<file path="src/hw/rtl/hrps_pkg.sv">
// ----------------------------------------------------------------------------
// hrps_pkg
// Shared types, codes and constants of the hopping rc packet sequencer.
// ----------------------------------------------------------------------------
package hrps_pkg;

	localparam int HOP_CHANNELS = 30;
	localparam int PKT_BYTES    = 13;

	// result action codes
	localparam logic [1:0] ACT_NONE = 2'd0;
	localparam logic [1:0] ACT_CAL  = 2'd1;
	localparam logic [1:0] ACT_FAST = 2'd2;
	localparam logic [1:0] ACT_BYTE = 2'd3;

	// register indexes
	localparam logic REG_TX_ID    = 1'b0;
	localparam logic REG_HOP_CODE = 1'b1;

	// delays in half microseconds
	localparam logic [15:0] DLY_SLOT  = 16'd4000;
	localparam logic [15:0] DLY_DATA1 = 16'd3260;
	localparam logic [15:0] DLY_DATA2 = 16'd4040;

	localparam logic [7:0]  PKT_HEADER = 8'h81;
	localparam logic [11:0] CH_CENTER  = 12'd1520;
	localparam logic [11:0] CH_MAX     = 12'd2135;
	localparam logic [11:0] CH_MIN     = 12'd905;
	// ceil(2^30 / 1000): exact floor(m / 1000) for m below 2^21
	localparam logic [20:0] RECIP_1000 = 21'd1073742;
	localparam int          RECIP_SHIFT = 30;

	typedef enum logic [4:0] {
		PH_START = 5'b00001,
		PH_CAL   = 5'b00010,
		PH_DATA1 = 5'b00100,
		PH_DATA2 = 5'b01000,
		PH_TUNE  = 5'b10000
	} phase_t;

endpackage

</file>
<file path="src/hw/rtl/hopping_rc_packet_sequencer.sv">
// ----------------------------------------------------------------------------
// hopping_rc_packet_sequencer
// Tick-driven five-phase sequencer of a frequency hopping rc transmitter:
// calibration of all hop channels, two data packets per hop, fast retune.
// ----------------------------------------------------------------------------
// Each accepted item is one scheduler tick. It is registered at the input
// (channel magnitudes times 41 are formed there), then the phase logic and
// the four channel scalers fill a 13-byte output shift buffer. Start,
// calibrate and retune ticks give one result, data ticks give 13 packet
// bytes, one per cycle unless the receiver stalls. While the buffer drains,
// one further tick waits in the input register and the input stalls until
// the last byte of the buffer leaves. The sustained rate is one result per
// cycle while the receiver does not stall, set by the output buffer that
// hands out one byte a cycle.
module hopping_rc_packet_sequencer (
	input  logic               clk,
	input  logic               arst_n,
	input  logic               cfg_we,
	input  logic               cfg_index,
	input  logic [15:0]        cfg_data,
	input  logic               in_valid,
	output logic               in_stall,
	input  logic signed [15:0] chan_0,
	input  logic signed [15:0] chan_1,
	input  logic signed [15:0] chan_2,
	input  logic signed [15:0] chan_3,
	input  logic signed [15:0] chan_4,
	input  logic signed [15:0] chan_5,
	input  logic signed [15:0] chan_6,
	input  logic signed [15:0] chan_7,
	input  logic [7:0]         cal_read,
	output logic               out_valid,
	input  logic               out_stall,
	output logic [1:0]         action,
	output logic [7:0]         byte_value,
	output logic [7:0]         cal_value,
	output logic [15:0]        delay_half_us,
	output logic               last
);

	logic [15:0] tx_id_q;
	logic [4:0]  hop_code_q;

	hrps_pkg::phase_t phase_q, phase_nxt;
	logic [4:0]  hop_q, hop_nxt;
	logic [9:0]  fc_q, fc_nxt;
	logic [7:0]  cal_tab_q [hrps_pkg::HOP_CHANNELS];

	logic        s1_valid_q;
	logic [20:0] mag41_s1 [8];
	logic [7:0]  neg_s1;
	logic [7:0]  cal_s1;

	logic [7:0]  buf_q [hrps_pkg::PKT_BYTES];
	logic [3:0]  rem_q;
	logic [1:0]  act_q;
	logic [7:0]  calv_q;
	logic [15:0] dly_q;

	logic        in_take, emit, buf_free, load;

	logic [7:0]  ld_buf [hrps_pkg::PKT_BYTES];
	logic [3:0]  ld_rem;
	logic [1:0]  ld_act;
	logic [7:0]  ld_cal;
	logic [15:0] ld_dly;
	logic        cal_wr;

	logic signed [15:0] chan_in [8];
	logic [15:0] mag_in [8];

	logic        second, odd;
	logic [20:0] m_sel [4];
	logic [41:0] prod [4];
	logic [11:0] quo [4];
	logic [11:0] raw_ch [4];
	logic [11:0] ch [4];
	logic [5:0]  cmd;
	logic [6:0]  step, hsum;
	logic [4:0]  hop_hopped, hop_inc;
	logic [7:0]  reg_cur, reg_inc;

	// handshake
	assign emit      = out_valid && !out_stall;
	assign buf_free  = (rem_q == 4'd0) || ((rem_q == 4'd1) && !out_stall);
	assign load      = s1_valid_q && buf_free;
	assign in_stall  = s1_valid_q && !load;
	assign in_take   = in_valid && !in_stall;

	// configuration
	always_ff @(posedge clk or negedge arst_n) begin
		if (!arst_n) begin
			tx_id_q    <= '0;
			hop_code_q <= '0;
		end else if (cfg_we) begin
			unique case (cfg_index)
				hrps_pkg::REG_TX_ID:    tx_id_q    <= cfg_data;
				hrps_pkg::REG_HOP_CODE: hop_code_q <= cfg_data[4:0];
				default: ;
			endcase
		end
	end

	// input stage
	assign chan_in[0] = chan_0;
	assign chan_in[1] = chan_1;
	assign chan_in[2] = chan_2;
	assign chan_in[3] = chan_3;
	assign chan_in[4] = chan_4;
	assign chan_in[5] = chan_5;
	assign chan_in[6] = chan_6;
	assign chan_in[7] = chan_7;

	always_comb begin
		for (int i = 0; i < 8; i++) begin
			mag_in[i] = chan_in[i][15] ? (16'd0 - 16'(chan_in[i])) : 16'(chan_in[i]);
		end
	end

	always_ff @(posedge clk or negedge arst_n) begin
		if (!arst_n) begin
			s1_valid_q <= 1'b0;
		end else if (in_take) begin
			s1_valid_q <= 1'b1;
		end else if (load) begin
			s1_valid_q <= 1'b0;
		end
	end

	always_ff @(posedge clk) begin
		if (in_take) begin
			for (int i = 0; i < 8; i++) begin
				mag41_s1[i] <= {mag_in[i], 5'd0} + {2'd0, mag_in[i], 3'd0}
					+ {5'd0, mag_in[i]};
				neg_s1[i]   <= chan_in[i][15];
			end
			cal_s1 <= cal_read;
		end
	end

	// channel scaling: 1520 - v*41/1000, clamped
	assign second = (phase_q == hrps_pkg::PH_DATA2);
	assign odd    = fc_q[0] ^ second;

	always_comb begin
		for (int i = 0; i < 4; i++) begin
			m_sel[i]  = odd ? mag41_s1[i + 4] : mag41_s1[i];
			prod[i]   = 42'(m_sel[i]) * 42'(hrps_pkg::RECIP_1000);
			quo[i]    = prod[i][hrps_pkg::RECIP_SHIFT +: 12];
			raw_ch[i] = (odd ? neg_s1[i + 4] : neg_s1[i])
				? (hrps_pkg::CH_CENTER + quo[i]) : (hrps_pkg::CH_CENTER - quo[i]);
			if (raw_ch[i] > hrps_pkg::CH_MAX) begin
				ch[i] = hrps_pkg::CH_MAX;
			end else if (raw_ch[i] < hrps_pkg::CH_MIN) begin
				ch[i] = hrps_pkg::CH_MIN;
			end else begin
				ch[i] = raw_ch[i];
			end
		end
	end

	// hop arithmetic
	always_comb begin
		step = {2'd0, hop_code_q} + 7'd2;
		hsum = {2'd0, hop_q} + step;
		if (hsum > 7'd29) begin
			if (hsum < 7'd31) begin
				hsum = hsum + step;
			end
			hsum = hsum - 7'd31;
		end
		hop_hopped = hsum[4:0];
		hop_inc    = hop_q + 5'd1;
		reg_cur    = {3'd0, hop_q} * 8'd6 + 8'd16;
		reg_inc    = {3'd0, hop_inc} * 8'd6 + 8'd16;
	end

	assign cmd = {2'd0, odd, 1'b0, 1'b1, second};

	// phase logic
	always_comb begin
		phase_nxt = phase_q;
		hop_nxt   = hop_q;
		fc_nxt    = fc_q;
		cal_wr    = 1'b0;
		for (int i = 0; i < hrps_pkg::PKT_BYTES; i++) begin
			ld_buf[i] = 8'd0;
		end
		ld_rem = 4'd1;
		ld_act = hrps_pkg::ACT_NONE;
		ld_cal = 8'd0;
		ld_dly = hrps_pkg::DLY_SLOT;
		unique case (phase_q)
			hrps_pkg::PH_START: begin
				hop_nxt   = 5'd0;
				ld_act    = hrps_pkg::ACT_CAL;
				ld_buf[0] = 8'd16;
				phase_nxt = hrps_pkg::PH_CAL;
			end
			hrps_pkg::PH_CAL: begin
				cal_wr = (hop_q < 5'(hrps_pkg::HOP_CHANNELS));
				if (hop_inc < 5'(hrps_pkg::HOP_CHANNELS)) begin
					hop_nxt   = hop_inc;
					ld_act    = hrps_pkg::ACT_CAL;
					ld_buf[0] = reg_inc;
				end else begin
					hop_nxt   = 5'd0;
					fc_nxt    = 10'd0;
					phase_nxt = hrps_pkg::PH_DATA1;
				end
			end
			hrps_pkg::PH_DATA1, hrps_pkg::PH_DATA2: begin
				fc_nxt     = fc_q + {9'd0, second};
				ld_rem     = 4'(hrps_pkg::PKT_BYTES);
				ld_act     = hrps_pkg::ACT_BYTE;
				ld_dly     = second ? hrps_pkg::DLY_DATA2 : hrps_pkg::DLY_DATA1;
				ld_buf[0]  = hrps_pkg::PKT_HEADER;
				ld_buf[1]  = tx_id_q[15:8];
				ld_buf[2]  = tx_id_q[7:0];
				ld_buf[5]  = {hop_q, ch[0][11:9]};
				ld_buf[6]  = ch[0][8:1];
				ld_buf[7]  = {ch[0][0], ch[1][11:5]};
				ld_buf[8]  = {ch[1][4:0], ch[2][11:9]};
				ld_buf[9]  = ch[2][8:1];
				ld_buf[10] = {ch[2][0], ch[3][11:5]};
				ld_buf[11] = {ch[3][4:0], hop_code_q[4:2]};
				ld_buf[12] = {hop_code_q[1:0], cmd};
				if (second) begin
					hop_nxt   = hop_hopped;
					phase_nxt = hrps_pkg::PH_TUNE;
				end else begin
					phase_nxt = hrps_pkg::PH_DATA2;
				end
			end
			hrps_pkg::PH_TUNE: begin
				ld_act    = hrps_pkg::ACT_FAST;
				ld_buf[0] = reg_cur;
				ld_cal    = (hop_q < 5'(hrps_pkg::HOP_CHANNELS)) ? cal_tab_q[hop_q] : 8'd0;
				phase_nxt = hrps_pkg::PH_DATA1;
			end
			default: begin
				phase_nxt = hrps_pkg::PH_START;
			end
		endcase
	end

	always_ff @(posedge clk or negedge arst_n) begin
		if (!arst_n) begin
			phase_q <= hrps_pkg::PH_START;
			hop_q   <= '0;
			fc_q    <= '0;
		end else if (load) begin
			phase_q <= phase_nxt;
			hop_q   <= hop_nxt;
			fc_q    <= fc_nxt;
		end
	end

	always_ff @(posedge clk) begin
		if (load && cal_wr) begin
			cal_tab_q[hop_q] <= cal_s1;
		end
	end

	// output shift buffer
	always_ff @(posedge clk or negedge arst_n) begin
		if (!arst_n) begin
			rem_q <= '0;
		end else if (load) begin
			rem_q <= ld_rem;
		end else if (emit) begin
			rem_q <= rem_q - 4'd1;
		end
	end

	always_ff @(posedge clk) begin
		if (load) begin
			buf_q  <= ld_buf;
			act_q  <= ld_act;
			calv_q <= ld_cal;
			dly_q  <= ld_dly;
		end else if (emit) begin
			for (int i = 0; i < hrps_pkg::PKT_BYTES - 1; i++) begin
				buf_q[i] <= buf_q[i + 1];
			end
		end
	end

	assign out_valid     = (rem_q != 4'd0);
	assign last          = (rem_q == 4'd1);
	assign action        = act_q;
	assign byte_value    = buf_q[0];
	assign cal_value     = calv_q;
	assign delay_half_us = last ? dly_q : 16'd0;

endmodule

</file>
<file path="config.mk">
export PLATFORM = sky130hd
export DESIGN_NAME = hopping_rc_packet_sequencer
export DESIGN_NICKNAME = d
export VERILOG_FILES = /design/src/hw/rtl/hrps_pkg.sv /design/src/hw/rtl/hopping_rc_packet_sequencer.sv
export SDC_FILE = /design/constraint.sdc
export NUM_CORES = 2
export LEC_CHECK = 0
export ABC_CLOCK_PERIOD_IN_PS = 22200
export BUFFER_PORTS_ARGS = -buffer_cell sky130_fd_sc_hd__buf_4
export CORE_ASPECT_RATIO = 1.1
export CORE_UTILIZATION = 30
export DETAILED_ROUTE_END_ITERATION = 16
export HOLD_SLACK_MARGIN = 0.1
export MAX_ROUTING_LAYER = met4
export PLACE_DENSITY = 0.53
export SLEW_MARGIN = 15
export SYNTH_ARGS = -nofsm -noshare
export SYNTH_HDL_FRONTEND = slang
export SYNTH_SLANG_ARGS = --single-unit
export TNS_END_PERCENT = 10
</file>
<file path="constraint.sdc">
create_clock -name clk -period 22.2 [get_ports clk]
set_input_delay 2.22 -clock clk [delete_from_list [all_inputs] [get_ports clk]]
set_output_delay 2.22 -clock clk [all_outputs]
set_load 0.02 [all_outputs]
</file>
# [Word-level counts from Yosys, hierarchy flattened]
# Memories as Yosys holds them, arrays and structs flattened. A register that Yosys moved wholly into a read port is not among the register bits.
# Cells that the tools add are included.
[totals] ram_bits=408 ff_bits=184 mem_count=2 output_inout_bits=37
[memory_table] name="cal_tab_q" depth=30 width=8 rd=1 rd_clocked_by_memory_dff=1 write_ports=1 line="hopping_rc_packet_sequencer.sv:47" rtl="logic [7:0] cal_tab_q [hrps_pkg::HOP_CHANNELS];"
[memory_table] name="mag41_s1" depth=8 width=21 rd=8 rd_clocked_by_memory_dff=0 write_ports=8 line="hopping_rc_packet_sequencer.sv:50" rtl="logic [20:0] mag41_s1 [8];"
[classes] n_addsub=41 muxes=59 n_eq_ne=8 n_mul=6 n_lt_le_gt_ge=12 n_bitwise=2 n_reduce_logical=24
[ops] op="$mux 96" n=2
[ops] op="$add 21x16->21" n=8
[ops] op="$add 21x19->21" n=8
[ops] op="$mul 21x20->41 const B" n=4
[ops] op="$mux 16" n=10
[ops] op="$mux 12" n=12
[ops] op="$sub 1x16->16 const A" n=8
[ops] op="$mux 21" n=4
[ops] op="$mux 64" n=1
[ops] op="$add 11x12->12 const A" n=4
[ops] op="$gt 12x12->1 const B" n=4
[ops] op="$lt 12x10->1 const B" n=4
[ops] op="$sub 11x12->12 const A" n=4
[ops] op="$mux 5" n=7
[ops] op="$pmux 8 s4" n=1
[ops] op="$mux 10" n=2
[ops] op="$pmux 10 s2" n=1
[ops] op="$pmux 5 s4" n=1
[ops] op="$add 8x5->8 const B" n=2
[ops] op="$pmux 5 s3" n=1
[ops] op="$mul 5x2->7 const B" n=2
[ops] op="$mux 1" n=12
[ops] op="$mux 4" n=3
[ops] op="$add 10x1->10" n=1
[ops] op="30 further kinds" n=46

# [Longest topological paths before layout]
[depth] word_depth=11 ltp_mapped=38 depth_no_buf=34

# [Worst setup path before layout]
# OpenSTA, ideal clock, no wires.
[synth_path] path_type="register to register" startpoint="register phase_q[4]" endpoint="register buf_q[47] (netlist name) (data pin)" path_slack_ns=12.411 required_time_ns=21.941 t_arrival_ns=9.530 n_path_buf=4 stages_incl_launch_ff=36 path_cell_list="dfrtp_1 clkbuf_1 nor3_2 nand2_2 xor2_4 clkbuf_1 buf_1 buf_1 mux2i_1 inv_1 ha_1 ha_1 inv_1 fa_1 fa_1 inv_1 fa_1 fa_1 inv_1 fa_1 inv_1 ha_1 a21oi_1 o21ai_0 a311oi_1 o21bai_1 o211a_1 a211oi_2 ha_1 inv_1 a311o_1 o311ai_0 o211ai_1 or4_1 nor2b_1 a211o_1"
[synth_between] elab_chain_cells=11 word_cells_on_any_way=16 classes_between="2 x add/sub; 1 x mul; 2 x order compare; 2 x eq/ne; 7 x mux; 1 x bitwise; 1 x reduce/logical"
[synth_lines] item="start, declared" line="hopping_rc_packet_sequencer.sv:44" rtl="hrps_pkg::phase_t phase_q, phase_nxt;"
[synth_lines] item="start signal, assigned" line="hopping_rc_packet_sequencer.sv:249" rtl="phase_q <= hrps_pkg::PH_START;"
[synth_lines] item="start signal, assigned" line="hopping_rc_packet_sequencer.sv:253" rtl="phase_q <= phase_nxt;"
[synth_lines] item="$eq 5x4->1" line="hopping_rc_packet_sequencer.sv:142, hopping_rc_packet_sequencer.sv:193"
[synth_lines] item="$xor 1x1->1" line="hopping_rc_packet_sequencer.sv:143" rtl="assign odd = fc_q[0] ^ second;"
[synth_lines] item="$mux 21" line="hopping_rc_packet_sequencer.sv:147" rtl="m_sel[i] = odd ? mag41_s1[i + 4] : mag41_s1[i];"
[synth_lines] item="$mul 21x20->41" line="hopping_rc_packet_sequencer.sv:148" rtl="prod[i] = 42'(m_sel[i]) * 42'(hrps_pkg::RECIP_1000);"
[synth_lines] item="$sub 11x12->12 or $add 11x12->12 (tied branches)" line="hopping_rc_packet_sequencer.sv:151" rtl="? (hrps_pkg::CH_CENTER + quo[i]) : (hrps_pkg::CH_CENTER - quo[i]);"
[synth_lines] item="$mux 12" line="hopping_rc_packet_sequencer.sv:151"
[synth_lines] item="$lt 12x10->1" line="hopping_rc_packet_sequencer.sv:154" rtl="end else if (raw_ch[i] < hrps_pkg::CH_MIN) begin"
[synth_lines] item="$mux 12" line="hopping_rc_packet_sequencer.sv:154"
[synth_lines] item="$mux 12" line="hopping_rc_packet_sequencer.sv:152" rtl="if (raw_ch[i] > hrps_pkg::CH_MAX) begin"
[synth_lines] item="$mux 64 *" line="hopping_rc_packet_sequencer.sv:193" rtl="unique case (phase_q)"
[synth_lines] item="$mux 96 *" line="hopping_rc_packet_sequencer.sv:277" rtl="if (load) begin"
[synth_lines] item="end signal, assigned" line="hopping_rc_packet_sequencer.sv:278" rtl="buf_q <= ld_buf;"
[synth_lines] item="end signal, assigned by index" line="hopping_rc_packet_sequencer.sv:284" rtl="buf_q[i] <= buf_q[i + 1];"
[synth_lines] item="end, declared" line="hopping_rc_packet_sequencer.sv:54" rtl="logic [7:0] buf_q [hrps_pkg::PKT_BYTES];"
# Mark *: on every way between the ends. The rest lies on a longest branch, timed or not.
# A chain may end at the register's enable or synchronous reset.

# [Worst setup path in the final report]
[layout_path] startpoint="register phase_q[4]" endpoint="register buf_q[11] (netlist name) (data pin)"
# Same word-level chain as after synthesis.

==> impl_metrics.env <==
export IMPL_seq_area_frac_synth=0.2863
export IMPL_critical_path_top_delay_family="adder cells"
export IMPL_timing_reg2reg_setup_slack_ps=11950
export IMPL_first_drt_iteration_drcs=2042
export IMPL_cts_setup_buffers=0
export IMPL_cp_data_arrival_time_ps=10690
export IMPL_critical_path_max_fanout=82
export IMPL_cts_repair_resize_count=0
export IMPL_drc_errors=0
export IMPL_start_kind="flip-flop"
export IMPL_area_of_all_placed_cells_without_fillers_sq_um=66000
export IMPL_layout_area_overhead_vs_synth_pct=11.45
export IMPL_chipHeight_um=468.0
export IMPL_first_pass_iters=6
export IMPL_min_path_cells=1
export IMPL_criticalPathCategory="flip-flop to flip-flop"
export IMPL_worst_hold_path_startpoint="buf_q[59]"
export IMPL_worst_setup_path_end_kind="flip-flop"
export IMPL_maximum_number_of_pins_on_one_net_before_global_route_repair=89
export IMPL_post_route_min_period_ps=10250
export IMPL_final_hold_viol_count=0
export IMPL_layout_drive_gt1_share=0.09549
export IMPL_min_period_over_period=0.4619
export IMPL_timing_max_slew_rel_slack=0.2330
export IMPL_achievable_frequency_ghz=0.09752
export IMPL_unrepaired_setup_endpoints_after_global_routing="no"
export IMPL_mappedNetlistArea_sq_um=59220
export IMPL_fraction_of_registers_with_async_set_or_reset_after_synthesis=0.06424
export IMPL_design_portCount=195
export IMPL_ctsHoldBuffers=0
export IMPL_antenna_found_initial=3
export IMPL_clock_sinks=576
export IMPL_synthCells=5527
export IMPL_number_of_cts_inserted_buffers=70
export IMPL_remaining_global_route_overflow=0
export IMPL_yosys_most_used_dff="edfxtp_1"
export IMPL_finalSetupTns_ps=0
export IMPL_ys_warn_count=0
export IMPL_final_setup_skew_ps=55.08
export IMPL_routed_wirelength_um=147800
export IMPL_floorplan_initialDensity=0.3026
export IMPL_regToRegStartpoint="phase_q[4]"
export IMPL_synth_enable_flop_cells=523
export IMPL_number_of_h_tree_levels=3
export IMPL_drv_cap=0
export IMPL_syn_avg_cell_area_sq_um=10.71
export IMPL_worst_path_stages=35
export IMPL_cp_num_buf_inv=7
export IMPL_fillerInstances=19670
export IMPL_min_to="buf_q[67]"
export IMPL_cts_tree="yes"
export IMPL_yosys_cell_types_count=110
export IMPL_timing_reg2reg_worst_path_depth=35
export IMPL_clkSlewWorstSetupHoldPaths_ps=60
export IMPL_dpl_instance_area_sq_um=63570
export IMPL_first_global_vias=41900
export IMPL_finish_net_count=7241
export IMPL_place_detailed_hpwl_um=121000
export IMPL_max_slew_worst_pin_slew_ps=1151
export IMPL_placer_s_final_routability_congestion_estimate=0.9211
export IMPL_viasPerCell=4.783
export IMPL_maxSlewViolCount=0
export IMPL_die_area_sq_um=199200
export IMPL_cp_required_ps=22630
export IMPL_critical_path_source="phase_q[4]"
export IMPL_final_antenna_net_count=0
export IMPL_ctsRootBufferMaster="clkbuf_16"
export IMPL_std_cell_rows=170
export IMPL_clkLatencyLatePin_ps=680
export IMPL_max_clock_path_buffers=3
export IMPL_crit_slowest_cell="o31ai_1"
export IMPL_chipWidth_um=425.6
export IMPL_timing_final_setup_violations=0
export IMPL_drt_wirelength_per_cell_um=17.72
export IMPL_timing_hold_worst_class="flip-flop to flip-flop"
export IMPL_outcome="completed"
export IMPL_core_region_area_sq_um=195700
export IMPL_postSynthRegisterBits=576
export IMPL_globalRouteTotalUtil=0.1545
export IMPL_area_sequential_sq_um=16960
export IMPL_worstReg2RegEnd="buf_q[11]"
export IMPL_num_vias=39890
export IMPL_grt_pass1_wl_um=236200
export IMPL_multi_input_area_sq_um=37680
export IMPL_place_port_buffers=188
export IMPL_largest_stage_delay_worst_path_ps=590
## final cells by class
class	count	area share
clock buffer	81	0.02717
multi-input combinational	3749	0.5709
tap	2580	0.04891
sequential	576	0.2569
clock inverter	46	0.009687
antenna	1	0.00003791
timing repair buffer	207	0.02373
inverter	1101	0.06263
## synthesized netlist by cell type, types with 38 or more instances
cell type,number,area [sq um]
nor3_1,52,260.3
o31ai_1,38,285.3
nor2_1,164,615.6
nand4_1,48,300.3
edfxtp_1,523,15710
a21oi_1,288,1441
o21bai_1,79,593.1
a21o_1,80,600.6
xnor2_1,230,2014
mux2i_1,54,540.5
xor2_1,86,753.2
nand2_1,254,953.4
o21ai_0,175,875.8
inv_1,1099,4125
a211oi_1,46,345.3
mux2_2,100,1126
nand3_1,47,235.2
a22o_1,55,481.7
clkbuf_1,63,236.5
fa_1,463,9269
mux4_2,72,1622
ha_1,915,11450
nand2b_1,40,250.2
## registers in the layout (all words and copies together) (netlist names)
| signal | flops |
|---|---|
| cal_tab_q | 240 |
| mag41_s1 | 168 |
| buf_q | 93 |
| tx_id_q | 16 |
| byte_value | 8 |
| cal_s1 | 8 |
| cal_value | 8 |
| neg_s1 | 8 |
| hop_code_q | 5 |
| hop_q | 5 |
| phase_q | 5 |
| dly_q | 4 |
| rem_q | 4 |
| action | 2 |
| fc_q | 1 |
| s1_valid_q | 1 |
## worst max-delay path by stage
stage	slack (ps)	to
2_1_floorplan	12410	buf_q[47]
3_3_place_gp	12060	buf_q[11]
3_5_place_dp	11960	buf_q[11]
4_1_cts	11920	buf_q[53]
5_1_grt	11160	buf_q[11]
6_report	11950	buf_q[11]
## metrics by stage
stage          hold WS [ps]  cells    util  worst slack, ps
2_1_floorplan         442.0   5532       -            12410
3_3_place_gp          447.2   8213  0.3248            12060
3_5_place_dp          451.6   8213  0.3248            11960
4_1_cts               461.2   8340  0.3373            11920
5_1_grt               478.8   8341  0.3373            11160
6_report              458.3   8341  0.3373            11950
## routing by layer
layer | vias to the layer above | global-route usage | share of wire
met1 | 19590 | 0.1982 | 0.46
met4 | 0 | 0.03434 | 0.019
li1 | 19580 | - | -
met2 | 587 | 0.2618 | 0.49
met3 | 144 | 0.01564 | 0.030
met5 | - | - | 0
## logic make-up (layout without fill, tap and decap cells)
logic type                 count (synthesis)  after routing  synth area share
DFF                                      576            576            0.2863
muxes                                    227            227           0.05578
AOI/OAI and AO/OA                       1014           1014            0.1146
buffers and inverters                   1207           1435           0.07804
other                                      1              7        0.00006332
xor gates and xnor gates                 318            318           0.04747
and+or+nand+nor                          806            806           0.06797
adders and majority gates               1378           1378            0.3498
## placed cells by master, fill, tap and decap left out, types with 55 or more instances in the layout
| master | n |
|---|---|
| edfxtp_1 | 523 |
| mux4_2 | 72 |
| nor2_1 | 163 |
| inv_1 | 1098 |
| nand2_1 | 254 |
| a21o_1 | 80 |
| a21oi_1 | 287 |
| buf_4 | 206 |
| a22o_1 | 55 |
| clkbuf_16 | 70 |
| fa_1 | 463 |
| o21ai_0 | 175 |
| xnor2_1 | 230 |
| ha_1 | 915 |
| o21bai_1 | 79 |
| xor2_1 | 86 |
| mux2_2 | 100 |
## worst register-to-register path: cells and delay by family (launching register included)
kind / cells / cell delay, ps
mux: 1 / 490
compound gates: 6 / 1550
buf+inv: 7 / 1470
flops: 1 / 470
fa+ha+maj: 9 / 3580
xor+xnor: 2 / 450
simple gates: 10 / 1980
Power is not shown: default switching activity piles up to over one toggle a cycle in this logic, so the estimate is an artifact.
